**src/sv/jss_pkg.sv**
```systemverilog
// Shared types and constants of the joint setpoint shaper.
package jss_pkg;

  localparam int JOINTS = 4;
  localparam int JIDX_W = (JOINTS > 1) ? $clog2(JOINTS) : 1;
  localparam int ANGLE_W = 16;
  localparam int CFG_W = 20;
  localparam int CFG_IDX_W = 3;

  typedef logic signed [ANGLE_W-1:0] angle_t;

  localparam logic [CFG_IDX_W-1:0] REG_MIN_ANGLE = 3'd0;
  localparam logic [CFG_IDX_W-1:0] REG_MAX_ANGLE = 3'd1;
  localparam logic [CFG_IDX_W-1:0] REG_LP_WEIGHT = 3'd2;
  localparam logic [CFG_IDX_W-1:0] REG_MAX_RATE = 3'd3;
  localparam logic [CFG_IDX_W-1:0] REG_STARTUP_RATE = 3'd4;

  localparam angle_t MIN_ANGLE_RST = -16'sd16384;
  localparam angle_t MAX_ANGLE_RST = 16'sd16384;
  localparam logic [15:0] LP_WEIGHT_RST = 16'd6554;
  localparam logic [19:0] MAX_RATE_RST = 20'd16384;
  localparam logic [19:0] STARTUP_RATE_RST = 20'd32768;

  localparam logic [15:0] ALPHA_ONE = 16'd32768;
  localparam logic [16:0] PROGRESS_ONE = 17'd65536;
  localparam logic [17:0] SMOOTH_THREE = 18'd196608;

endpackage

```
**src/sv/joint_setpoint_shaper_top.sv**
```systemverilog
// Four-joint setpoint shaper: smoothstep startup, low-pass filter and rate limit.
// One shared signed multiplier runs under a small sequencer; the block takes one tick at a time.
// Startup ticks step through CHK, P1, PP, S and a J step per joint, later ticks through CHK, LIM and an F
// step per joint. An e-stop result is valid next cycle; the next tick is taken in the cycle after the result transfer.
// Synchronous active-high reset restores the register defaults, zeroes the joint state and
// disarms the block, so the next tick latches the measured pose.
module joint_setpoint_shaper_top
  import jss_pkg::*;
(
  input  logic                 clk,
  input  logic                 rst,
  input  logic                 cfg_wr_en,
  input  logic [CFG_IDX_W-1:0] cfg_index,
  input  logic [CFG_W-1:0]     cfg_data,
  input  logic                 in_valid,
  output logic                 in_stall,
  input  logic signed [15:0]   target_angle_0,
  input  logic signed [15:0]   target_angle_1,
  input  logic signed [15:0]   target_angle_2,
  input  logic signed [15:0]   target_angle_3,
  input  logic signed [15:0]   measured_angle_0,
  input  logic signed [15:0]   measured_angle_1,
  input  logic signed [15:0]   measured_angle_2,
  input  logic signed [15:0]   measured_angle_3,
  input  logic [15:0]          tick_dt,
  input  logic                 e_stop,
  output logic                 out_valid,
  input  logic                 out_stall,
  output logic signed [15:0]   out_angle_0,
  output logic signed [15:0]   out_angle_1,
  output logic signed [15:0]   out_angle_2,
  output logic signed [15:0]   out_angle_3,
  output logic                 in_startup
);

  localparam logic [3:0] S_IDLE = 4'd0;
  localparam logic [3:0] S_CHK  = 4'd1;
  localparam logic [3:0] S_CHKD = 4'd2;
  localparam logic [3:0] S_P1   = 4'd3;
  localparam logic [3:0] S_P2   = 4'd4;
  localparam logic [3:0] S_PP   = 4'd5;
  localparam logic [3:0] S_S    = 4'd6;
  localparam logic [3:0] S_SS   = 4'd7;
  localparam logic [3:0] S_J    = 4'd8;
  localparam logic [3:0] S_JW   = 4'd9;
  localparam logic [3:0] S_LIM  = 4'd10;
  localparam logic [3:0] S_LIMW = 4'd11;
  localparam logic [3:0] S_F    = 4'd12;
  localparam logic [3:0] S_FW   = 4'd13;
  localparam logic [3:0] S_OUT  = 4'd14;

  logic [3:0] state;
  logic [JIDX_W-1:0] jidx;
  logic armed;
  logic startup_flag;

  angle_t min_angle;
  angle_t max_angle;
  logic [15:0] lp_weight;
  logic [19:0] max_rate;
  logic [19:0] startup_rate;

  angle_t prev_angle [JOINTS];
  angle_t start_angle [JOINTS];
  angle_t tgt [JOINTS];
  logic [31:0] elapsed;
  logic [15:0] dt_r;
  logic [16:0] p_r;
  logic [16:0] s_r;
  logic [19:0] lim_r;

  logic signed [33:0] mul_a;
  logic signed [20:0] mul_b;
  logic signed [54:0] mul_q;

  angle_t tgt_in [JOINTS];
  angle_t meas_in [JOINTS];
  angle_t tgt_clamp [JOINTS];

  logic accept;
  logic last_joint;
  logic signed [16:0] diff_start;
  logic signed [16:0] diff_prev;
  logic [15:0] alpha_eff;
  logic [17:0] smooth_k;
  logic [35:0] prog_hi;
  logic [32:0] elapsed_sum;
  logic signed [54:0] ramp_rnd;
  logic signed [54:0] filt_rnd;
  logic signed [21:0] delta;
  logic signed [21:0] lim_s;
  logic signed [21:0] delta_c;

  assign tgt_in[0] = target_angle_0;
  assign tgt_in[1] = target_angle_1;
  assign tgt_in[2] = target_angle_2;
  assign tgt_in[3] = target_angle_3;
  assign meas_in[0] = measured_angle_0;
  assign meas_in[1] = measured_angle_1;
  assign meas_in[2] = measured_angle_2;
  assign meas_in[3] = measured_angle_3;

  always_comb begin
    for (int i = 0; i < JOINTS; i++) begin
      tgt_clamp[i] = (tgt_in[i] > max_angle) ? max_angle : tgt_in[i];
      if (tgt_clamp[i] < min_angle) begin
        tgt_clamp[i] = min_angle;
      end
    end
  end

  assign in_stall = (state != S_IDLE);
  assign accept = in_valid && !in_stall;
  assign out_valid = (state == S_OUT);
  assign last_joint = (jidx == JIDX_W'(JOINTS - 1));

  assign out_angle_0 = prev_angle[0];
  assign out_angle_1 = prev_angle[1];
  assign out_angle_2 = prev_angle[2];
  assign out_angle_3 = prev_angle[3];
  assign in_startup = startup_flag;

  assign diff_start = {tgt[jidx][15], tgt[jidx]} - {start_angle[jidx][15], start_angle[jidx]};
  assign diff_prev = {tgt[jidx][15], tgt[jidx]} - {prev_angle[jidx][15], prev_angle[jidx]};
  assign alpha_eff = (lp_weight > ALPHA_ONE) ? ALPHA_ONE : lp_weight;
  assign smooth_k = SMOOTH_THREE - {p_r, 1'b0};
  assign prog_hi = mul_q[51:16];
  assign elapsed_sum = {1'b0, elapsed} + {17'd0, dt_r};
  assign ramp_rnd = (mul_q + 55'sd32768) >>> 16;
  assign filt_rnd = (mul_q + 55'sd16384) >>> 15;
  assign delta = filt_rnd[21:0];
  assign lim_s = signed'({2'b00, lim_r});

  always_comb begin
    delta_c = delta;
    if (delta > lim_s) begin
      delta_c = lim_s;
    end else if (delta < -lim_s) begin
      delta_c = -lim_s;
    end
  end

  always_comb begin
    mul_a = '0;
    mul_b = '0;
    case (state)
      S_CHK, S_P1: begin
        mul_a = signed'({2'b00, elapsed});
        mul_b = signed'({1'b0, startup_rate});
      end
      S_PP: begin
        mul_a = signed'({17'd0, p_r});
        mul_b = signed'({4'd0, p_r});
      end
      S_S: begin
        mul_a = signed'({1'b0, mul_q[32:0]});
        mul_b = signed'({3'd0, smooth_k});
      end
      S_J: begin
        mul_a = 34'(diff_start);
        mul_b = signed'({4'd0, s_r});
      end
      S_LIM: begin
        mul_a = signed'({18'd0, dt_r});
        mul_b = signed'({1'b0, max_rate});
      end
      S_F: begin
        mul_a = 34'(diff_prev);
        mul_b = signed'({5'd0, alpha_eff});
      end
      default: begin
        mul_a = '0;
        mul_b = '0;
      end
    endcase
  end

  always_ff @(posedge clk) begin
    mul_q <= mul_a * mul_b;
  end

  always_ff @(posedge clk) begin
    if (rst) begin
      min_angle <= MIN_ANGLE_RST;
      max_angle <= MAX_ANGLE_RST;
      lp_weight <= LP_WEIGHT_RST;
      max_rate <= MAX_RATE_RST;
      startup_rate <= STARTUP_RATE_RST;
    end else if (cfg_wr_en) begin
      case (cfg_index)
        REG_MIN_ANGLE: min_angle <= cfg_data[15:0];
        REG_MAX_ANGLE: max_angle <= cfg_data[15:0];
        REG_LP_WEIGHT: lp_weight <= cfg_data[15:0];
        REG_MAX_RATE: max_rate <= cfg_data;
        REG_STARTUP_RATE: startup_rate <= cfg_data;
        default: ;
      endcase
    end
  end

  always_ff @(posedge clk) begin
    if (rst) begin
      state <= S_IDLE;
      jidx <= '0;
      armed <= 1'b0;
      startup_flag <= 1'b0;
      elapsed <= '0;
      for (int i = 0; i < JOINTS; i++) begin
        prev_angle[i] <= '0;
        start_angle[i] <= '0;
      end
    end else begin
      case (state)
        S_IDLE: begin
          if (accept) begin
            dt_r <= tick_dt;
            for (int i = 0; i < JOINTS; i++) begin
              tgt[i] <= tgt_clamp[i];
            end
            if (e_stop) begin
              armed <= 1'b0;
              startup_flag <= 1'b0;
              for (int i = 0; i < JOINTS; i++) begin
                prev_angle[i] <= meas_in[i];
              end
              state <= S_OUT;
            end else begin
              if (!armed) begin
                for (int i = 0; i < JOINTS; i++) begin
                  prev_angle[i] <= meas_in[i];
                  start_angle[i] <= meas_in[i];
                end
                elapsed <= '0;
                armed <= 1'b1;
              end
              state <= S_CHK;
            end
          end
        end
        S_CHK: state <= S_CHKD;
        S_CHKD: begin
          if (mul_q[51:32] == 20'd0) begin
            elapsed <= elapsed_sum[32] ? 32'hFFFF_FFFF : elapsed_sum[31:0];
            startup_flag <= 1'b1;
            state <= S_P1;
          end else begin
            startup_flag <= 1'b0;
            state <= S_LIM;
          end
        end
        S_P1: state <= S_P2;
        S_P2: begin
          p_r <= (prog_hi > 36'(PROGRESS_ONE)) ? PROGRESS_ONE : prog_hi[16:0];
          state <= S_PP;
        end
        S_PP: state <= S_S;
        S_S: state <= S_SS;
        S_SS: begin
          s_r <= mul_q[48:32];
          jidx <= '0;
          state <= S_J;
        end
        S_J: state <= S_JW;
        S_JW: begin
          prev_angle[jidx] <= start_angle[jidx] + ramp_rnd[15:0];
          jidx <= jidx + 1'b1;
          state <= last_joint ? S_OUT : S_J;
        end
        S_LIM: state <= S_LIMW;
        S_LIMW: begin
          lim_r <= mul_q[35:16];
          jidx <= '0;
          state <= S_F;
        end
        S_F: state <= S_FW;
        S_FW: begin
          prev_angle[jidx] <= prev_angle[jidx] + delta_c[15:0];
          jidx <= jidx + 1'b1;
          state <= last_joint ? S_OUT : S_F;
        end
        S_OUT: begin
          if (!out_stall) begin
            state <= S_IDLE;
          end
        end
        default: state <= S_IDLE;
      endcase
    end
  end

endmodule

```
**config.mk**
```make
export PLATFORM = sky130hd
export DESIGN_NAME = joint_setpoint_shaper_top
export DESIGN_NICKNAME = d
export VERILOG_FILES = /design/src/sv/jss_pkg.sv /design/src/sv/joint_setpoint_shaper_top.sv
export SDC_FILE = /design/constraint.sdc
export NUM_CORES = 2
export LEC_CHECK = 0
export BUFFER_PORTS_ARGS = -buffer_cell sky130_fd_sc_hd__clkbuf_2
export CAP_MARGIN = 40
export CORE_MARGIN = 5
export CORE_UTILIZATION = 55
export DETAILED_ROUTE_END_ITERATION = 8
export PLACE_DENSITY = 0.8
export SYNTH_ARGS = -nofsm -noshare
export SYNTH_HDL_FRONTEND = slang
export SYNTH_SLANG_ARGS = --single-unit
```
**constraint.sdc**
```tcl
create_clock -name clk -period 14.1 [get_ports clk]
set_input_delay 1.41 -clock clk [delete_from_list [all_inputs] [get_ports clk]]
set_output_delay 1.41 -clock clk [all_outputs]
set_load 0.02 [all_outputs]
```
==> Word-level counts from Yosys, hierarchy flattened <==
Memory sizes are Yosys's and may differ from the RTL's. A register that Yosys moved wholly into a read port is not among the register bits.
Index checks and enable logic that the tools add are counted.
{ "op_classes": {"n_addsub": 10, "mul": 1, "n_lt_le_gt_ge": 12, "n_eq_ne": 25, "mux": 77, "n_bitwise": 14, "reduce_logical": 25} }
{ "ops": {"columns": ["operator", "n"], "rows": [
  ["$mux W16", 25],
  ["$pmux W34 S6", 1],
  ["$mux W32", 5],
  ["$pmux W20 S6", 1],
  ["$gt A16 B16 Y1", 4],
  ["$lt A16 B16 Y1", 4],
  ["$pmux W32 S2", 1],
  ["$pmux W4 S15", 1],
  ["$mul A34 B21 Y52", 1],
  ["$add A37 B16 Y37 const B", 1],
  ["$gt A36 B17 Y1 const B", 1],
  ["$sub A16 B16 Y17", 2],
  ["$add A32 B16 Y33", 1],
  ["$add A16 B16 Y16", 2],
  ["$add A32 B17 Y32 const B", 1],
  ["$eq A4 B4 Y1 const B", 7],
  ["$mux W1", 28],
  ["$gt A22 B21 Y1", 1],
  ["$lt A22 B22 Y1", 1],
  ["$neg A20 Y22", 1],
  ["$logic_not A20 Y1", 1],
  ["$reduce_and A2 Y1", 10],
  ["$sub A18 B18 Y18 const A", 1],
  ["$eq A4 B3 Y1 const B", 4],
  ["26 further kinds", 59]
]} }
{ "totals": {"reg_bits": 250, "ram_bits": 192, "input_bits": 173, "output_inout_bits": 67, "word_cells": 182, "n_memories": 3} }
{ "mem_list": {"columns": ["memory", "words", "width", "rd", "rd_ports_with_merged_regs", "write_ports", "line_no", "rtl"], "rows": [
  ["prev_angle", 4, 16, 5, 1, 4, "joint_setpoint_shaper_top.sv:63", "angle_t prev_angle [JOINTS];"],
  ["start_angle", 4, 16, 1, 1, 4, "joint_setpoint_shaper_top.sv:64", "angle_t start_angle [JOINTS];"],
  ["tgt", 4, 16, 1, 1, 4, "joint_setpoint_shaper_top.sv:65", "angle_t tgt [JOINTS];"]
]} }

==> Depth between registers and ports, before layout <==
{ "logic_depth": {"ltp_word": 10, "mapped_depth": 43, "ltp_nobuf": 39} }

==> Worst setup path before layout <==
Ideal clock, no wire load.
{ "synth_path": {"path_kind": "reg2reg", "start": "register (tool-made name)", "end": "register mul_q[51]", "setup_ps": 121, "arrival_time_ps": 10691, "required_time_ps": 13979, "slack_ps": 3288, "path_stages_with_launch": 40, "n_path_buf": 5, "synth_period_minus_slack_ps": 10812, "cell_sequence": "dfxtp_1 clkbuf_1 buf_1 buf_1 mux4_2 ha_1 fa_1 nor2b_1 o21ai_1 a21boi_2 o21ai_1 a21oi_2 a211oi_1 a2111oi_2 o211ai_2 buf_2 a221o_1 buf_2 [4 not listed] inv_1 fa_1 fa_1 fa_1 inv_1 fa_1 inv_1 ha_1 and3_1 nand2_1 or4_1 o221ai_2 o211ai_2 a311oi_2 a311oi_2 o21ai_1 a21oi_1 xnor2_1"} }
{ "synth_lines": {"columns": ["element", "line_no", "rtl"], "rows": [
  ["to (signal assigned)", "joint_setpoint_shaper_top.sv:179", "mul_q <= mul_a * mul_b;"],
  ["to (decl)", "joint_setpoint_shaper_top.sv:74", "logic signed [54:0] mul_q;"]
]} }

==> results.md <==
- After detailed routing, no signal wire sits above met5.
- The final critical path time including I/O delays and setup is 11.61 ns.
- Entering global routing, the biggest net connects just under 80 pins.
- The cell count after synthesis came out at around 5500.
- STA puts the critical path data required time at 14.64 ns.
- The H-tree generated during clock tree synthesis spans 2 levels.
- The initial DRC count is 4347.
- The power density of the placed cells is 127 nW/um^2.
- STA classifies the critical path startpoint as a flip-flop.
- For this run, the total global-route usage over all layers was measured as 0.322.
- In this design, the critical path's most frequently occurring cell is fa_1.
- The post-synthesis cell type count is 100.
- Pin placement for this block handled 240 I/O pins.
- The via count of the routed design is ~42000.
- The met2 routed wirelength is a little over 70000 um.
- In the synthesized netlist the async set-or-reset flop fraction comes to 0.
- The number of hold buffers added after CTS was 0.
- The clock tree from TritonCTS is yes.
- The highest clock rate is 0.0861 GHz.
- Setup repair after global routing left no endpoint under its margin.
- From synthesis to final layout, the design area changed by 8.56%.
- The overflow left after global routing is 0.
- The final layout net count is 6833.
- For this design the static power due to leakage is ~26 nW.
- After legalization and detailed placement, the total HPWL measured approximately 130000 um.
- The number of post-CTS setup repair buffers is 0.
- The internal portion of total power is 3.69 mW.
- The worst setup slack after placement is between 2 and 3 ns.
- Routability-driven placement finished with a final weighted congestion of roughly 1.
- After layout, the worst setup slack is 2.49 ns.
- The count of final hold-check violations is 0.
- The pin slew with the least headroom to its limit is between 0.9 and 1 ns.
- The share of total power dissipated in combinational logic is 0.566.
- Summed over all nets, the switching power comes to 3.35 mW.
- The first-pass detailed-route iteration total is 6.
- The synthesized design spends more area on one cell type than any other, namely fa_1.
- The total DRC errors in the routed layout is 0.
- The slowest cell on the critical path is dfxtp_4.
- The total wirelength of the detailed-routed design is about 160000 um.
- The fraction of post-synthesis cell area in the top cell type by area is 0.256.
- The highest fanout seen on the critical path is 36.
- STA classifies the critical path endpoint as a flip-flop.
- A synthesized cell averages between 9 and 10 um^2.
- The total area inside the core boundary comes to approximately 92000 um^2.
- After detailed routing, the wire length on met1 is slightly above 60000 um.
- The via count of the first global-routing pass came to about 43000.
- The count of final setup violators is 0.
- The yosys synthesis warning count is 0.
- The final period utilization is 0.824.
- The die is roughly 310 um tall.
- The dominant register cell in the synthesized netlist is edfxtp_1.
- The final number of max-transition violations is 0.
- The proportion of layout cells with a drive suffix above 1 is 0.112.
- The final standard cell count with taps included and fillers excluded is just under 7000.
- After clock tree synthesis, the clock-pin slew on the worst setup and hold paths is about 0.06 ns.
- For this configuration, the core starts out at a cell density of 0.556.
- The share of power burned in registers is 0.250.
- Counting flops and latches in the post-synthesis netlist gives 444.
- The routed length per instance is around 23 um.
- The first-pass GRT wire length is ~250000 um.
- The root buffer cell is clkbuf_16.
- In this run the horizontal extent of the chip is 315 um.
- On the final layout, the worst hold slack is roughly 0.44 ns.
- Row generation in the floorplan step produced roughly 110 rows.
- VDD sags by at most 0.0880 mV.
- The routed length on met3 is between 15000 and 20000 um.
- The headroom to the max-slew limit is 0.358.
- The flow ran to the end, and the final reports show no timing, DRC or antenna violations.
- The worst clock skew is approximately 0.021 ns.
- The number of max-cap violations is 0.
- The number of enable-type register cells in the synthesized netlist is 262.
- Data arrives at the worst endpoint at ~12 ns.
- Of the synthesized area, sequential elements account for 0.226.
- The share of total power dissipated in the clock network is 0.184.
- The reg-to-reg setup timing slack is between 2 and 2.5 ns.
- The die covers between 90000 and 100000 um^2.
- The number of antenna violations at the first check in global routing came to 7.
- The critical path start-end classification is reg2reg.
- The combined area of all synthesized cells is 51000 um^2.
- Once placement completed, the tool counted placed cells totaling ~6800.
- The switching share of power is 0.476.
- By area the synthesized netlist is led by fa_1 (26%), edfxtp_1 (15%), ha_1 (9.3%).
- The final total negative setup slack is 0 ns.
- In this run, CTS created clock tree buffers numbering 48.
- Port buffering added 239 buffers.
- Dividing the detail-routed via count by the number of cells gives slightly above 6.
- The number of routed nets with antenna violations is 0.
- Total power for the finished layout comes to around 7 mW.
- In this run the deepest clock path goes through 3 buffers.
- The later pin in the worst-skew pair is clocked with a latency of a little over 0.6 ns.
- The number of gates given a new drive strength after cts is 0.
- The clock net in this run drives a total of between 400 and 500 sinks.
- The largest single stage delay on the critical path is a little over 0.8 ns.
- The worst hold-check path type is reg2reg.
[metrics by stage]
stage,util,instance area [um^2]
finish,0.603,55400
global placement,0.582,53500
detailed placement,0.586,53800
floorplan,-,51000
global route,0.603,55400
CTS,0.603,55400
[layer usage]
layer	vias to the layer above	global-route usage
li1	18400	-
met1	20700	0.422
met2	2640	0.508
met3	577	0.0746
met4	4	0.158
met5	-	0
[power groups by stage]
stage / combinational [mW] / clock, mW / sequential [mW]
2_1_floorplan: 2.54 / 0 / 1.74
3_3_place_gp: 3.73 / 0 / 1.77
3_5_place_dp: 3.85 / 0 / 1.77
4_1_cts: 3.90 / 1.29 / 1.75
5_1_grt: 4.28 / 1.35 / 1.77
6_report: 3.98 / 1.30 / 1.76
[Yosys cell counts (113+ instances only)]
master,n
dfxtp_1,182
clkbuf_1,182
and2_1,147
o21ai_0,171
a21oi_1,252
xnor2_1,134
fa_1,653
nand2_1,870
ha_1,380
edfxtp_1,262
nor2_1,313
inv_1,823
a21o_1,113
[cell families after synthesis]
| logic type | Yosys count | synth area share |
|---|---|---|
| xor+xnor | 189 | 0.0324 |
| simple gates | 1703 | 0.149 |
| compound gates | 898 | 0.119 |
| flops | 444 | 0.226 |
| mux | 152 | 0.0443 |
| fa+ha+maj | 1033 | 0.349 |
| other cells | 1 | 0.0000735 |
| buf+inv | 1073 | 0.0804 |
[critical path, delay by kind of cell (launching register included)]
family          cells  cell delay (ns)
xor+xnor            1             0.13
simple gates        3             0.75
buf+inv             9             1.33
compound gates     15             3.70
mux                 1             0.57
flops               1             0.82
fa+ha+maj           9             4.19
[layout by cell type (no fill, tap or decap), types with 18 or more instances in the layout]
cell	count
edfxtp_1	262
nor2_1	309
nor3_1	47
xor2_1	55
fa_1	653
and2_1	146
ha_1	380
a211oi_1	21
mux4_2	47
nand4_1	44
a31oi_1	26
nand2b_1	24
a22o_1	32
nand3_1	106
xnor2_1	134
a21o_1	113
clkbuf_2	238
nand2_1	870
a22oi_1	37
clkbuf_16	49
a221o_1	24
a221oi_2	18
o21a_1	26
buf_4	77
and3_1	28
nor4_1	22
mux2_2	84
inv_1	822
a21oi_1	252
nor2b_1	29
o211ai_1	21
o21ai_0	168
dfxtp_1	180
[registers in the layout, summed over array words and instances (netlist names), named ones only]
name          count
armed             1
dt_r             16
elapsed          32
in_startup        1
jidx              2
lim_r            20
lp_weight        16
max_angle        16
max_rate         20
min_angle        16
mul_q            52
p_r              17
prev_angle       64
s_r              17
start_angle      64
startup_rate     20
state             4
tgt              64
[final cells by class]
cell class	count	area, um^2
Fill cell	7534	36400
Multi-Input combinational cell	3977	35600
Sequential cell	444	11500
Inverter	824	3090
Timing Repair Buffer	332	2060
Tap cell	1243	1560
Clock buffer	61	1320
Clock inverter	28	275
Antenna cell	3	7.51
[final timing paths]
kind              startpoint   endpoint  cells after the start
hold reg to reg    mul_q[40]     s_r[8]                      0
hold / removal     mul_q[40]     s_r[8]                      0
setup reg to reg   flip-flop  mul_q[46]                     38
setup / recovery   flip-flop  mul_q[46]                     38
Power figures use the tool's default switching activity.
